$ cat src/sv/nps_pkg.sv
// Shared types and constants of the NAND page read sequencer.
`default_nettype none

package nps_pkg;

    localparam int unsigned PAGE_BYTES = 2048;
    localparam int unsigned PAGE_SHIFT = $clog2(PAGE_BYTES);
    localparam logic [PAGE_SHIFT-1:0] PAGE_LAST = PAGE_SHIFT'(PAGE_BYTES - 1);
    localparam logic [31:0] PAGE_STEP = 32'(PAGE_BYTES);

    // Input commands
    localparam logic [1:0] CMD_START = 2'd0;
    localparam logic [1:0] CMD_READY = 2'd1;
    localparam logic [1:0] CMD_DATA  = 2'd2;

    // Result kinds
    localparam logic [2:0] KIND_SEL   = 3'd0;
    localparam logic [2:0] KIND_DESEL = 3'd1;
    localparam logic [2:0] KIND_CMD   = 3'd2;
    localparam logic [2:0] KIND_ADDR  = 3'd3;
    localparam logic [2:0] KIND_WRITE = 3'd4;
    localparam logic [2:0] KIND_DONE  = 3'd5;

    // Flash command bytes
    localparam logic [7:0] NAND_READ_SETUP   = 8'h00;
    localparam logic [7:0] NAND_READ_CONFIRM = 8'h30;

    // Tail of a job after its head result
    localparam logic [1:0] TAIL_NONE  = 2'd0;
    localparam logic [1:0] TAIL_CLOSE = 2'd1;
    localparam logic [1:0] TAIL_OPEN  = 2'd2;

    localparam int unsigned QUEUE_AW    = 2;
    localparam int unsigned QUEUE_DEPTH = 1 << QUEUE_AW;

    // One classified item: head is select or memory write, then a tail
    typedef struct packed {
        logic        head_write;
        logic [1:0]  tail;
        logic [7:0]  data;
        logic [31:0] mem_addr;
        logic [31:0] flash_addr;
    } job_t;

endpackage

`default_nettype wire

$ cat src/sv/nps_front.sv
// Front part: accepts items, tracks read state and classifies each item into a job.
`default_nettype none

module nps_front (
    input  wire logic         aclk,
    input  wire logic         aresetn,
    input  wire logic         s_valid,
    output logic              s_ready,
    input  wire logic [1:0]   s_command,
    input  wire logic [31:0]  s_start_address,
    input  wire logic [31:0]  s_dest_address,
    input  wire logic [31:0]  s_length,
    input  wire logic [7:0]   s_flash_byte,
    input  wire logic         q_full,
    output logic              q_push,
    output nps_pkg::job_t     q_job
);

    localparam logic [1:0] PH_IDLE = 2'd0;
    localparam logic [1:0] PH_WAIT = 2'd1;
    localparam logic [1:0] PH_DATA = 2'd2;

    logic [1:0]                     phase_reg, phase_next;
    logic [31:0]                    flash_reg, flash_next;
    logic [31:0]                    write_reg, write_next;
    logic [31:0]                    left_reg, left_next;
    logic [nps_pkg::PAGE_SHIFT-1:0] count_reg, count_next;
    logic                           accept;

    assign s_ready = !q_full;
    assign accept  = s_valid && s_ready;

    always_comb begin
        phase_next = phase_reg;
        flash_next = flash_reg;
        write_next = write_reg;
        left_next  = left_reg;
        count_next = count_reg;
        q_push     = 1'b0;
        q_job      = '0;
        q_job.data = s_flash_byte;
        if (accept) begin
            case (s_command)
                nps_pkg::CMD_START: begin
                    if (phase_reg == PH_IDLE) begin
                        flash_next       = s_start_address;
                        write_next       = s_dest_address;
                        left_next        = s_length;
                        count_next       = '0;
                        q_push           = 1'b1;
                        q_job.flash_addr = s_start_address;
                        if (s_length == 32'd0) begin
                            q_job.tail = nps_pkg::TAIL_CLOSE;
                        end else begin
                            q_job.tail = nps_pkg::TAIL_OPEN;
                            phase_next = PH_WAIT;
                        end
                    end
                end
                nps_pkg::CMD_READY: begin
                    if (phase_reg == PH_WAIT) begin
                        phase_next = PH_DATA;
                    end
                end
                nps_pkg::CMD_DATA: begin
                    if (phase_reg == PH_DATA) begin
                        q_push           = 1'b1;
                        q_job.head_write = 1'b1;
                        q_job.mem_addr   = write_reg;
                        write_next       = write_reg + 32'd1;
                        left_next        = left_reg - 32'd1;
                        if (left_reg == 32'd1) begin
                            q_job.tail = nps_pkg::TAIL_CLOSE;
                            count_next = '0;
                            phase_next = PH_IDLE;
                        end else if (count_reg == nps_pkg::PAGE_LAST) begin
                            // page full: move to the next page, same column
                            flash_next       = flash_reg + nps_pkg::PAGE_STEP;
                            q_job.flash_addr = flash_reg + nps_pkg::PAGE_STEP;
                            q_job.tail       = nps_pkg::TAIL_OPEN;
                            count_next       = '0;
                            phase_next       = PH_WAIT;
                        end else begin
                            q_job.tail = nps_pkg::TAIL_NONE;
                            count_next = count_reg + 1'b1;
                        end
                    end
                end
                default: begin
                end
            endcase
        end
    end

    always_ff @(posedge aclk) begin
        if (!aresetn) begin
            phase_reg <= PH_IDLE;
            flash_reg <= '0;
            write_reg <= '0;
            left_reg  <= '0;
            count_reg <= '0;
        end else begin
            phase_reg <= phase_next;
            flash_reg <= flash_next;
            write_reg <= write_next;
            left_reg  <= left_next;
            count_reg <= count_next;
        end
    end

endmodule

`default_nettype wire

$ cat src/sv/nps_queue.sv
// Job queue between the front and back parts.
`default_nettype none

module nps_queue (
    input  wire logic          aclk,
    input  wire logic          aresetn,
    input  wire logic          push,
    input  wire nps_pkg::job_t push_job,
    output logic               full,
    input  wire logic          pop,
    output logic               head_valid,
    output nps_pkg::job_t      head_job
);

    localparam int unsigned CW = $clog2(nps_pkg::QUEUE_DEPTH + 1);

    nps_pkg::job_t                  mem_reg [nps_pkg::QUEUE_DEPTH];
    logic [nps_pkg::QUEUE_AW-1:0]   wr_ptr_reg, wr_ptr_next;
    logic [nps_pkg::QUEUE_AW-1:0]   rd_ptr_reg, rd_ptr_next;
    logic [CW-1:0]                  count_reg, count_next;
    logic                           do_push, do_pop;

    assign full       = (count_reg == CW'(nps_pkg::QUEUE_DEPTH));
    assign head_valid = (count_reg != '0);
    assign head_job   = mem_reg[rd_ptr_reg];
    assign do_push    = push && !full;
    assign do_pop     = pop && head_valid;

    always_comb begin
        wr_ptr_next = do_push ? wr_ptr_reg + 1'b1 : wr_ptr_reg;
        rd_ptr_next = do_pop ? rd_ptr_reg + 1'b1 : rd_ptr_reg;
        count_next  = count_reg;
        if (do_push && !do_pop) begin
            count_next = count_reg + 1'b1;
        end else if (do_pop && !do_push) begin
            count_next = count_reg - 1'b1;
        end
    end

    always_ff @(posedge aclk) begin
        if (do_push) begin
            mem_reg[wr_ptr_reg] <= push_job;
        end
    end

    always_ff @(posedge aclk) begin
        if (!aresetn) begin
            wr_ptr_reg <= '0;
            rd_ptr_reg <= '0;
            count_reg  <= '0;
        end else begin
            wr_ptr_reg <= wr_ptr_next;
            rd_ptr_reg <= rd_ptr_next;
            count_reg  <= count_next;
        end
    end

endmodule

`default_nettype wire

$ cat src/sv/nps_back.sv
// Back part: expands each job into registered bus results, one per cycle unless stalled.
`default_nettype none

module nps_back (
    input  wire logic          aclk,
    input  wire logic          aresetn,
    input  wire logic          q_valid,
    input  wire nps_pkg::job_t q_job,
    output logic               q_pop,
    output logic               m_valid,
    input  wire logic          m_ready,
    output logic [2:0]         m_cycle_kind,
    output logic [7:0]         m_bus_byte,
    output logic [31:0]        m_memory_address,
    output logic               m_last
);

    logic [2:0]  step_reg, step_next;
    logic        valid_reg, valid_next;
    logic [2:0]  kind_reg, kind_next;
    logic [7:0]  byte_reg, byte_next;
    logic [31:0] addr_reg, addr_next;
    logic        last_reg, last_next;
    logic        load;
    logic [31:0] column;
    logic [31:0] page;
    logic [2:0]  kind_c;
    logic [7:0]  byte_c;
    logic [31:0] addr_c;
    logic        last_c;

    assign load   = q_valid && (!valid_reg || m_ready);
    assign column = q_job.flash_addr & (nps_pkg::PAGE_STEP - 32'd1);
    assign page   = q_job.flash_addr >> nps_pkg::PAGE_SHIFT;

    always_comb begin
        kind_c = nps_pkg::KIND_SEL;
        byte_c = '0;
        addr_c = '0;
        if (step_reg == 3'd0) begin
            if (q_job.head_write) begin
                kind_c = nps_pkg::KIND_WRITE;
                byte_c = q_job.data;
                addr_c = q_job.mem_addr;
            end
        end else if (q_job.tail == nps_pkg::TAIL_CLOSE) begin
            kind_c = (step_reg == 3'd1) ? nps_pkg::KIND_DESEL : nps_pkg::KIND_DONE;
        end else begin
            kind_c = nps_pkg::KIND_ADDR;
            case (step_reg)
                3'd1: begin
                    kind_c = nps_pkg::KIND_CMD;
                    byte_c = nps_pkg::NAND_READ_SETUP;
                end
                3'd2: byte_c = column[7:0];
                3'd3: byte_c = column[15:8];
                3'd4: byte_c = page[7:0];
                3'd5: byte_c = page[15:8];
                3'd6: byte_c = page[23:16];
                default: begin
                    kind_c = nps_pkg::KIND_CMD;
                    byte_c = nps_pkg::NAND_READ_CONFIRM;
                end
            endcase
        end
        case (q_job.tail)
            nps_pkg::TAIL_CLOSE: last_c = (step_reg == 3'd2);
            nps_pkg::TAIL_OPEN:  last_c = (step_reg == 3'd7);
            default:             last_c = (step_reg == 3'd0);
        endcase
    end

    always_comb begin
        step_next  = step_reg;
        valid_next = valid_reg && !m_ready;
        kind_next  = kind_reg;
        byte_next  = byte_reg;
        addr_next  = addr_reg;
        last_next  = last_reg;
        q_pop      = 1'b0;
        if (load) begin
            valid_next = 1'b1;
            kind_next  = kind_c;
            byte_next  = byte_c;
            addr_next  = addr_c;
            last_next  = last_c;
            // drop the job once its final result is loaded
            if (last_c) begin
                step_next = '0;
                q_pop     = 1'b1;
            end else begin
                step_next = step_reg + 3'd1;
            end
        end
    end

    always_ff @(posedge aclk) begin
        if (!aresetn) begin
            step_reg  <= '0;
            valid_reg <= 1'b0;
        end else begin
            step_reg  <= step_next;
            valid_reg <= valid_next;
        end
    end

    always_ff @(posedge aclk) begin
        kind_reg <= kind_next;
        byte_reg <= byte_next;
        addr_reg <= addr_next;
        last_reg <= last_next;
    end

    assign m_valid          = valid_reg;
    assign m_cycle_kind     = kind_reg;
    assign m_bus_byte       = byte_reg;
    assign m_memory_address = addr_reg;
    assign m_last           = last_reg;

endmodule

`default_nettype wire

$ cat src/sv/nand_page_read_sequencer.sv
// Top level of the NAND large-page read sequencer.
//
//  channel | ports                                              | direction
//  s_      | command, start_address, dest_address, length, byte | in  (valid/ready)
//  m_      | cycle_kind, bus_byte, memory_address, last         | out (valid/ready)
//
// Every accepted item is classified combinationally as it is accepted; items that cause
// results are queued (4 jobs deep). The back part emits results per job: 1 for a data
// byte, 3 for a zero length start or a final byte, 8 for a start that opens a
// page or at a page boundary; the output register sustains one result per cycle
// while m_ready does not stall it.
// A full queue drops s_ready; a stalled m_ready holds the output register.
// Reset is synchronous and active low; no clearing pass is needed.
`default_nettype none

module nand_page_read_sequencer (
    input  wire logic         aclk,
    input  wire logic         aresetn,
    input  wire logic         s_valid,
    output logic              s_ready,
    input  wire logic [1:0]   s_command,
    input  wire logic [31:0]  s_start_address,
    input  wire logic [31:0]  s_dest_address,
    input  wire logic [31:0]  s_length,
    input  wire logic [7:0]   s_flash_byte,
    output logic              m_valid,
    input  wire logic         m_ready,
    output logic [2:0]        m_cycle_kind,
    output logic [7:0]        m_bus_byte,
    output logic [31:0]       m_memory_address,
    output logic              m_last
);

    nps_pkg::job_t push_job;
    nps_pkg::job_t head_job;
    logic          push;
    logic          full;
    logic          pop;
    logic          head_valid;

    nps_front u_front (
        .aclk            (aclk),
        .aresetn         (aresetn),
        .s_valid         (s_valid),
        .s_ready         (s_ready),
        .s_command       (s_command),
        .s_start_address (s_start_address),
        .s_dest_address  (s_dest_address),
        .s_length        (s_length),
        .s_flash_byte    (s_flash_byte),
        .q_full          (full),
        .q_push          (push),
        .q_job           (push_job)
    );

    nps_queue u_queue (
        .aclk       (aclk),
        .aresetn    (aresetn),
        .push       (push),
        .push_job   (push_job),
        .full       (full),
        .pop        (pop),
        .head_valid (head_valid),
        .head_job   (head_job)
    );

    nps_back u_back (
        .aclk             (aclk),
        .aresetn          (aresetn),
        .q_valid          (head_valid),
        .q_job            (head_job),
        .q_pop            (pop),
        .m_valid          (m_valid),
        .m_ready          (m_ready),
        .m_cycle_kind     (m_cycle_kind),
        .m_bus_byte       (m_bus_byte),
        .m_memory_address (m_memory_address),
        .m_last           (m_last)
    );

endmodule

`default_nettype wire

$ cat config.mk
export PLATFORM = sky130hd
export DESIGN_NAME = nand_page_read_sequencer
export DESIGN_NICKNAME = d
export VERILOG_FILES = /design/src/sv/nps_pkg.sv /design/src/sv/nps_front.sv /design/src/sv/nps_queue.sv /design/src/sv/nps_back.sv /design/src/sv/nand_page_read_sequencer.sv
export SDC_FILE = /design/constraint.sdc
export NUM_CORES = 1
export LEC_CHECK = 0
export ABC_CLOCK_PERIOD_IN_PS = 5040
export BUFFER_PORTS_ARGS = -buffer_cell sky130_fd_sc_hd__buf_2
export CORE_ASPECT_RATIO = 0.6
export CORE_MARGIN = 2
export CORE_UTILIZATION = 61
export CTS_BUF_LIST = sky130_fd_sc_hd__clkbuf_8
export CTS_CLUSTER_SIZE = 14
export DETAILED_ROUTE_END_ITERATION = 7
export PLACE_DENSITY_LB_ADDON = 0.12
export SYNTH_ARGS = -nofsm -noshare
export SYNTH_HDL_FRONTEND = slang
export SYNTH_SLANG_ARGS = --single-unit
$ cat constraint.sdc
create_clock -name aclk -period 5.04 [get_ports aclk]
set_input_delay 0.252 -clock aclk [delete_from_list [all_inputs] [get_ports aclk]]
set_output_delay 0.252 -clock aclk [all_outputs]
set_load 0.02 [all_outputs]
==> results.toml <==
[outcome]
outcome = "complete, no violations"

[worst_setup_path]
critPathArrivalTime_ns = 3.59
cp-start-kind = "register"
path_class = "register to register"
required_ns = 5.39
slowest_stage = "o41ai_4"
crit_chain = "nor4_1 -> nand4_1 -> o41ai_4 -> nor2_2 -> buf_4 -> a22oi_1 -> nor2_1"
cp_slowest_stage_delay_ns = 0.76
cp-end-kind = "register"
path_buf_inv = 1
cp_top_family = "simple AND/OR/NAND/NOR gates"
cp_max_fo = 20

[detailed_routing]
viasPerCell = 6.359
final_antenna_net_count = 0
drc = 0
dr.first_iter.drc_count = 1791
vias = 15150
finalWirelength_um = 52640
wire_per_inst_um = 22.09
first_pass_iters = 6

[global_route]
grt_use_met1_pct = 45.26
grt_use_met2_pct = 42.18
grt_use_total_pct = 29.62
use_met3_pct = 7.417
overflow = 0
grt_first_pass_wirelength_um = 81280
grt_pass1_vias = 14150
antenna_found_initial = 1
grt_max_degree = 66
busiest_layer = "met1"

[clock_tree]
cts_sinks = 466
cts_tree = "done"
h-tree-depth = 3
clk_pin_slew_ns = 0.06
clk_latency_ns = 0.64
post_cts_buffers = 0
cts-root-buf = "clkbuf_8"
postCtsHoldBufs = 70
clockBufferDepth = 3
cts_resized = 0
cts_made_buffers = 69

[timing]
setup_tns_ns = 0
slew_headroom_pct = 26.69
tightest_slew_ns = 1.097
fin_skew_ns = 0.03310
max_freq_mhz = 308.2
rsz0062_at_grt = "false"
setup_violations = 0
period_minus_slack_ns = 3.245
period_share_pct = 64.38
slew_viol_final = 0
fin_ws_ns = 1.795
finalHoldViolations = 0

[layout]
fillers = 2313
multi_input_area_um2 = 7407
fin_nets = 1995
largest_reg_flops = 300
seq_area_um2 = 12780
area_growth_pct = 15.31
drive_gt1_share_pct = 19.92

[worst_hold_path]
worstHoldPathType = "input pin to register"

[yosys]
netlist_area_um2 = 20730
synth.avg_cell_area_um2 = 12.48
netlist_instances = 1661
yosys_register_bits = 466
async_flop_share_pct = 0
seq_area_frac_synth_pct = 61.61
ys_warn_count = 0
syn_nets = 1790
yosys_most_used_dff = "edfxtp_1"
synth_edf_count = 344
synth_cell_types = 77

[floorplan]
dieWidth_um = 242.0
row_count = 52
ios = 156
fp.dieH_um = 146.8
core-area_um2 = 33570
start_util_pct = 61.75
die-area_um2 = 35520

[pwr]
p_per_area_nw_per_um2 = 426.4
leakagePower_nw = 8.492
ir_worst_vdd_mv = 0.2896

[placement]
gp_congestion = 0.9129
place_ws_ns = 1.746
io_buffers = 155
hpwl_um = 33390

[flow_run]
max_cap_violations = 0
## power by group
part	leakage [nW]	internal (W)	switching, W
clock network	0.794	0.00162	0.00145
registers	4.32	0.00452	0.000190
logic	3.38	0.000940	0.00147
## logic make-up after synthesis
group | Yosys count | share of synthesized area, %
flip-flops | 466 | 61.61
XOR/XNOR | 31 | 1.310
AO/OA/AOI/OAI | 353 | 11.23
AND/OR/NAND/NOR | 573 | 13.60
buffers and inverters | 142 | 2.819
multiplexers | 77 | 8.245
adder cells (fa/ha/maj) | 19 | 1.183
## metal layers
metal / vias to the layer above / wire (um)
met1: 7438 / 23280
met3: 109 / 5212
met2: 765 / 22880
met5: - / 0
li1: 6842 / -
met4: 0 / 1263
## worst reg2reg max path: cells and delay by family (launching register included)
kind                   cells  cell delay (ns)
AOI/OAI and AO/OA          2             0.95
buffers and inverters      1             0.31
DFF                        1             0.35
and+or+nand+nor            4             1.38
## per-stage QoR
stage | utilization [%] | power, W | hold slack, ns | cell area, um^2 | instances
final | 71.20 | 0.01019 | 0.03587 | 23900 | 2383
after global routing | 71.20 | 0.01060 | 0.009281 | 23900 | 2383
after CTS | 71.19 | 0.01025 | 0.0008654 | 23900 | 2382
after detailed placement | 64.99 | 0.007164 | 0.4492 | 21820 | 2184
after global placement | 64.99 | 0.007119 | 0.4424 | 21820 | 2184
after floorplan | - | 0.006432 | 0.3509 | 20730 | 1661
## Yosys cell counts (15+ instances only)
cell type  count  area [um^2]
edfxtp_1     344        10330
xor2_1        15        131.4
nand3_1       52        260.3
and3_1        74        462.9
xnor2_1       16        140.1
inv_1         26        97.59
clkbuf_1      88        330.3
a22oi_1       40        300.3
nand2_1      160        600.6
nor4_1        29        181.4
nand4_1       21        131.4
o21ai_0       66        330.3
nor3_1        40        200.2
o22ai_1       19        118.9
ha_1          18        225.2
mux4_2        75         1689
dfxtp_1      122         2442
a21oi_1      104        520.5
nor2_1       127        476.7
a211oi_1      15        112.6
or3_1         21        131.4
## worst paths after layout
kind | from | to | slack (ns) | cells past startpoint
worst max-delay path | u_front.left_reg[10] | u_queue.mem_reg[2][4] | 1.80 | 7
worst min-delay path | s_dest_address[4] | u_front.write_reg[4] | 0.04 | 4
worst max register to register | u_front.left_reg[10] | u_queue.mem_reg[2][4] | 1.80 | 7
worst min register to register | u_front.flash_reg[0] | u_front.flash_reg[0] | 0.45 | 2
## cells in the final DEF, fill, tap and decap left out, drive strengths merged, types with 53 or more instances in the layout
cell type and n:
o21ai 67, buf 179, a21oi 104, nand2 160, nor2 128, clkbuf 77
edfxtp 344, mux4 75, and3 75, nand3 53, inv 53, dfxtp 122
dlygate4sd3 70
## cell type report
class                   count  area share [%]
well taps                 459           2.403
diodes                      1         0.01047
inverters                  27          0.4240
multi-input cells        1053           30.99
repair buffers            249           6.930
clock inverters            51           1.350
clock buffers              77           4.433
flip-flops and latches    466           53.46
Power figures use the tool's default switching activity.
